$ cat config.mk
export PLATFORM = sky130hd
export DESIGN_NAME = bnr_queue
export DESIGN_NICKNAME = d
export VERILOG_FILES = /design/src/design/bnr_pkg.sv /design/src/design/bnr_queue.sv
export SDC_FILE = /design/constraint.sdc
export NUM_CORES = 1
export LEC_CHECK = 0
export BUFFER_PORTS_ARGS = -buffer_cell sky130_fd_sc_hd__buf_2
export CELL_PAD_IN_SITES_DETAIL_PLACEMENT = 1
export CELL_PAD_IN_SITES_GLOBAL_PLACEMENT = 2
export CORE_UTILIZATION = 41
export DETAILED_ROUTE_END_ITERATION = 10
export PLACE_DENSITY_LB_ADDON = 0.1
export SLEW_MARGIN = 20
export SYNTH_ARGS = -nofsm -noshare
export SYNTH_HDL_FRONTEND = slang
export SYNTH_SLANG_ARGS = --single-unit
$ cat constraint.sdc
create_clock -name clock -period 11.75 [get_ports clock]
set_clock_uncertainty 0.2 [all_clocks]
set_input_delay 0.5875 -clock clock [delete_from_list [all_inputs] [get_ports clock]]
set_output_delay 0.5875 -clock clock [all_outputs]
set_load 0.005 [all_outputs]
$ cat src/design/bnr_pkg.sv
// Shared types and constants for the bounding-box normalise and remap core.
package bnr_pkg;

   localparam int MaxWidth   = 128;
   localparam int MaxHeight  = 128;
   localparam int CoordW     = $clog2(MaxWidth);
   localparam int RowW       = $clog2(MaxHeight);
   localparam int FrameDepth = MaxWidth * MaxHeight;
   localparam int IndexW     = $clog2(FrameDepth);
   localparam int SizeW      = 8;
   localparam int QueueDepth = 2;
   localparam int DivW       = 14;
   localparam logic [7:0] White = 8'd255;

   localparam logic CsrWidth  = 1'b0;
   localparam logic CsrHeight = 1'b1;

   localparam logic KindLoad  = 1'b0;
   localparam logic KindQuery = 1'b1;

   typedef struct packed {
      logic [CoordW-1:0] xmin;
      logic [CoordW-1:0] xmax;
      logic [RowW-1:0]   ymin;
      logic [RowW-1:0]   ymax;
      logic              ink;
   } box_type;

   // classified query handed from front to back
   typedef struct packed {
      logic              in_box;
      logic              sample_ink;
      logic [CoordW-1:0] offx;
      logic [CoordW-1:0] spanx_t;
      logic [CoordW-1:0] spanx_s;
      logic [CoordW-1:0] basex;
      logic [RowW-1:0]   offy;
      logic [RowW-1:0]   spany_t;
      logic [RowW-1:0]   spany_s;
      logic [RowW-1:0]   basey;
      logic [CoordW:0]   width;
   } job_type;

   typedef enum logic [2:0] {
      BK_IDLE, BK_DIVX, BK_DIVY, BK_MUL, BK_READ, BK_EMIT
   } back_state_type;

endpackage

$ cat src/design/bnr_queue.sv
// Short queue of classified queries between front and back.
module bnr_queue (
   input  logic             clock,
   input  logic             reset,
   input  logic             push,
   input  bnr_pkg::job_type push_data,
   input  logic             pop,
   output logic             not_empty,
   output logic             full,
   output bnr_pkg::job_type head
);
   localparam int PtrW = $clog2(bnr_pkg::QueueDepth);
   bnr_pkg::job_type slot_ff [bnr_pkg::QueueDepth];
   logic [PtrW-1:0] wp_ff, rp_ff;
   logic [PtrW:0]   fill_ff;

   assign not_empty = fill_ff != '0;
   assign full      = fill_ff == (PtrW+1)'(bnr_pkg::QueueDepth);
   assign head      = slot_ff[rp_ff];

   always_ff @(posedge clock) begin
      if (push) slot_ff[wp_ff] <= push_data;
      if (reset) begin
         wp_ff <= '0; rp_ff <= '0; fill_ff <= '0;
      end else begin
         if (push) wp_ff <= wp_ff + 1'b1;
         if (pop)  rp_ff <= rp_ff + 1'b1;
         fill_ff <= fill_ff + (PtrW+1)'(push) - (PtrW+1)'(pop);
      end
   end
endmodule

==> results.md <==
* Status: finished clean
* Hold WC Path Type: input port to flip-flop
* Pin count of the biggest net entering global routing at 67
* Die area at between 10000 and 15000 µm²
* Fmax achieved at 365 MHz
* Worst slew pin tran at 0.957 ns
* CTS sink cnt at 137
* Core Area at 12100 µm²
* Max-slew violation count at 0
* Final Setup Violations at 0
* Post-CTS Setup Bufs at 0
* Mapped Area at 5140 µm²
* Detailed-route wire length per cell at roughly 16 µm
* Die W at 114 µm
* WL final at 9.06 mm
* Global-route wire length before repair at 13.7 mm
* Cells after Synth at 226
* Layout fillers at 1163
* FF/Latch Area at between 4000 and 5000 µm²
* Area Growth Syn to Fin at 26.4%
* Power per cell area at 175 nW/µm²
* Critical path peak fanout at 35
* # IOs at 138
* Synth unique cells at 14
* Leakage at 2.54 nW
* DR vias/cell at 4.53
* DRC viols at 0
* Yosys warnings at 0
* Syn Area/Cell at 22.8 µm²
* DRT antenna net count at 0
* Port Buffers at ~140
* Clk root buf: clkbuf_16
* Multi-input gate area at between 1000 and 1500 µm²
* Die height at between 100 and 150 µm
* Crit path kind: flip-flop to output pin
* Iteration count of the initial detailed-routing pass at 4
* Setup WS pre-CTS at 9.01 ns
* CP top delay family: flip-flops
* Post-route cell area at ~6500 µm²
* Max-cap viol count at 0
* GRT overflow at 0
* Gpl congestion at 0.669
* Initial antenna violation count at 1
* Startpoint Class: flip-flop
* Yosys top cell by area: edfxtp_1
* Fin nets at 449
* Final min period at around 2.7 ns
* CTS tree: yes
* Layout cell share with drive strength beyond 1 at around three fifths
* Clock-pin slew on the worst setup and hold paths at 0.05 ns
* CP Capture Type: output pin
* Slew HR at between 30 and 40%
* Worst path required time at 10.96 ns
* Crit path DAT at around 2.0 ns
* CTS Buffer Depth at 2
* Placed Area at 6020 µm²
* Peak VDD IR at 0.0000964 V
* Total GRT Usage at 14.7%
* H-tree lvl count at 4
* Row count at 40
* Setup ws final at 9.01 ns
* Largest cells by area after synthesis: edfxtp_1 77%, mux2_4 12%, mux2_2 5.7%
* Synth top area share at 77.1%
* HPWL after DPL at between 5 and 6 mm
* Yosys reg bits at 137
* CP Buf/Inv Count at 2
* CTS Buf Count at 17
* RSZ-0062 raised after global routing: no
* Tcrit/Tclk final at 23.3%
* Register area share after synthesis at 79.0%
* Worst path slowest cell: dfxtp_4
* CTS Hold Bufs at 0
* Vias in the first global route at 2713
* Clk_lat worst skew at 0.40 ns
* Crit path cell chain: buf_16, mux2_2, buf_2
* Final Hold Viols at 0
* Max stage delay on crit path at 0.72 ns
* Starting Density at between 40 and 50%
* Final TNS setup at 0 ns
* Syn Nets at 298
* CTS resizes at 0
* Starting DRT DRC Count at 83
* Vias at roughly 2500
-- report_power, final --
part | total, W | switching [W] | leakage [nW] | internal (W)
Clock | 0.000437 | 0.000174 | 0.235 | 0.000262
Sequential | 0.000585 | 0.0000135 | 1.28 | 0.000571
Combinational | 0.000117 | 0.0000493 | 1.02 | 0.0000673
Total | 0.00114 | 0.000237 | 2.54 | 0.000901
-- metal layers --
metal	global-route usage, %	wire (µm)	vias to the layer above
li1	-	-	1194
met1	16.9	3800	1221
met2	23.8	4420	94
met3	6.27	700	12
met4	7.27	148	0
met5	0	0	-
-- area by class of cell --
class	count	share of cell area (%)
Clock inverter	7	0.462
Inverter	2	0.115
Tap cell	168	3.23
Multi-Input combinational cell	80	15.6
Antenna cell	1	0.0385
Sequential cell	137	62.6
Clock buffer	23	6.89
Timing Repair Buffer	139	11.1
-- worst reg2reg max path, stage by stage, from the launching register on --
cell     delay (ns)
dfxtp_1        0.34
nor2b_4        0.76
buf_4          0.58
-- flip-flops by register name (all words and copies together), names as in the netlist, named ones only --
register,flops
fill_ff,2
wp_ff,1
rp_ff,1
slot_ff,132
-- Yosys cell counts --
cell type and n:
edfxtp_1 132, or2_2 1, buf_6 5, inv_1 2, ha_1 2, xnor3_1 1, dfxtp_1 5, xnor2_1 2
mux2_2 26, buf_2 2, nor2b_1 3, and2_1 1, mux2_4 40, nor2_1 4
-- stage by stage --
| stage | util [%] | hold WS (ns) | total power, W | instances |
|---|---|---|---|---|
| floorplan | - | 0.280 | 0.000661 | 226 |
| CTS | 53.7 | 0.148 | 0.00115 | 556 |
| global route | 53.7 | 0.153 | 0.00118 | 556 |
| global placement | 49.5 | 0.293 | 0.000710 | 525 |
| detailed placement | 49.7 | 0.302 | 0.000715 | 526 |
| finish | 53.7 | 0.170 | 0.00114 | 557 |
-- path summary, 6_finish.rpt --
check | slack (ns) | cells after the start | from | to
hold reg to reg | 0.31 | 2 | rp_ff | flip-flop
setup reg to reg | 9.48 | 2 | wp_ff | slot_ff[0][55]
hold / removal | 0.17 | 1 | push_data[35] | slot_ff[1][35]
setup / recovery | 9.01 | 3 | flip-flop | head[65]
-- cells in the final DEF, fill, tap and decap left out, drive strengths merged --
master    n
diode     1
inv       2
mux2     66
dfxtp     5
clkinv    7
nor2      4
and2      1
xnor3     1
nor2b     3
or2       1
ha        2
clkbuf   23
edfxtp  132
buf     139
xnor2     2
-- logic make-up (layout without fill, tap and decap cells) --
logic type	after synthesis	count (layout)	synth area share (%)
adder cells (fa/ha/maj)	2	2	0.487
other	0	1	0
AND/OR/NAND/NOR	9	9	0.900
XOR/XNOR	3	3	0.779
multiplexers	66	66	17.4
buffers and inverters	9	171	1.44
flip-flops	137	137	79.0
Note: power is estimated with default switching activity, not from simulation.
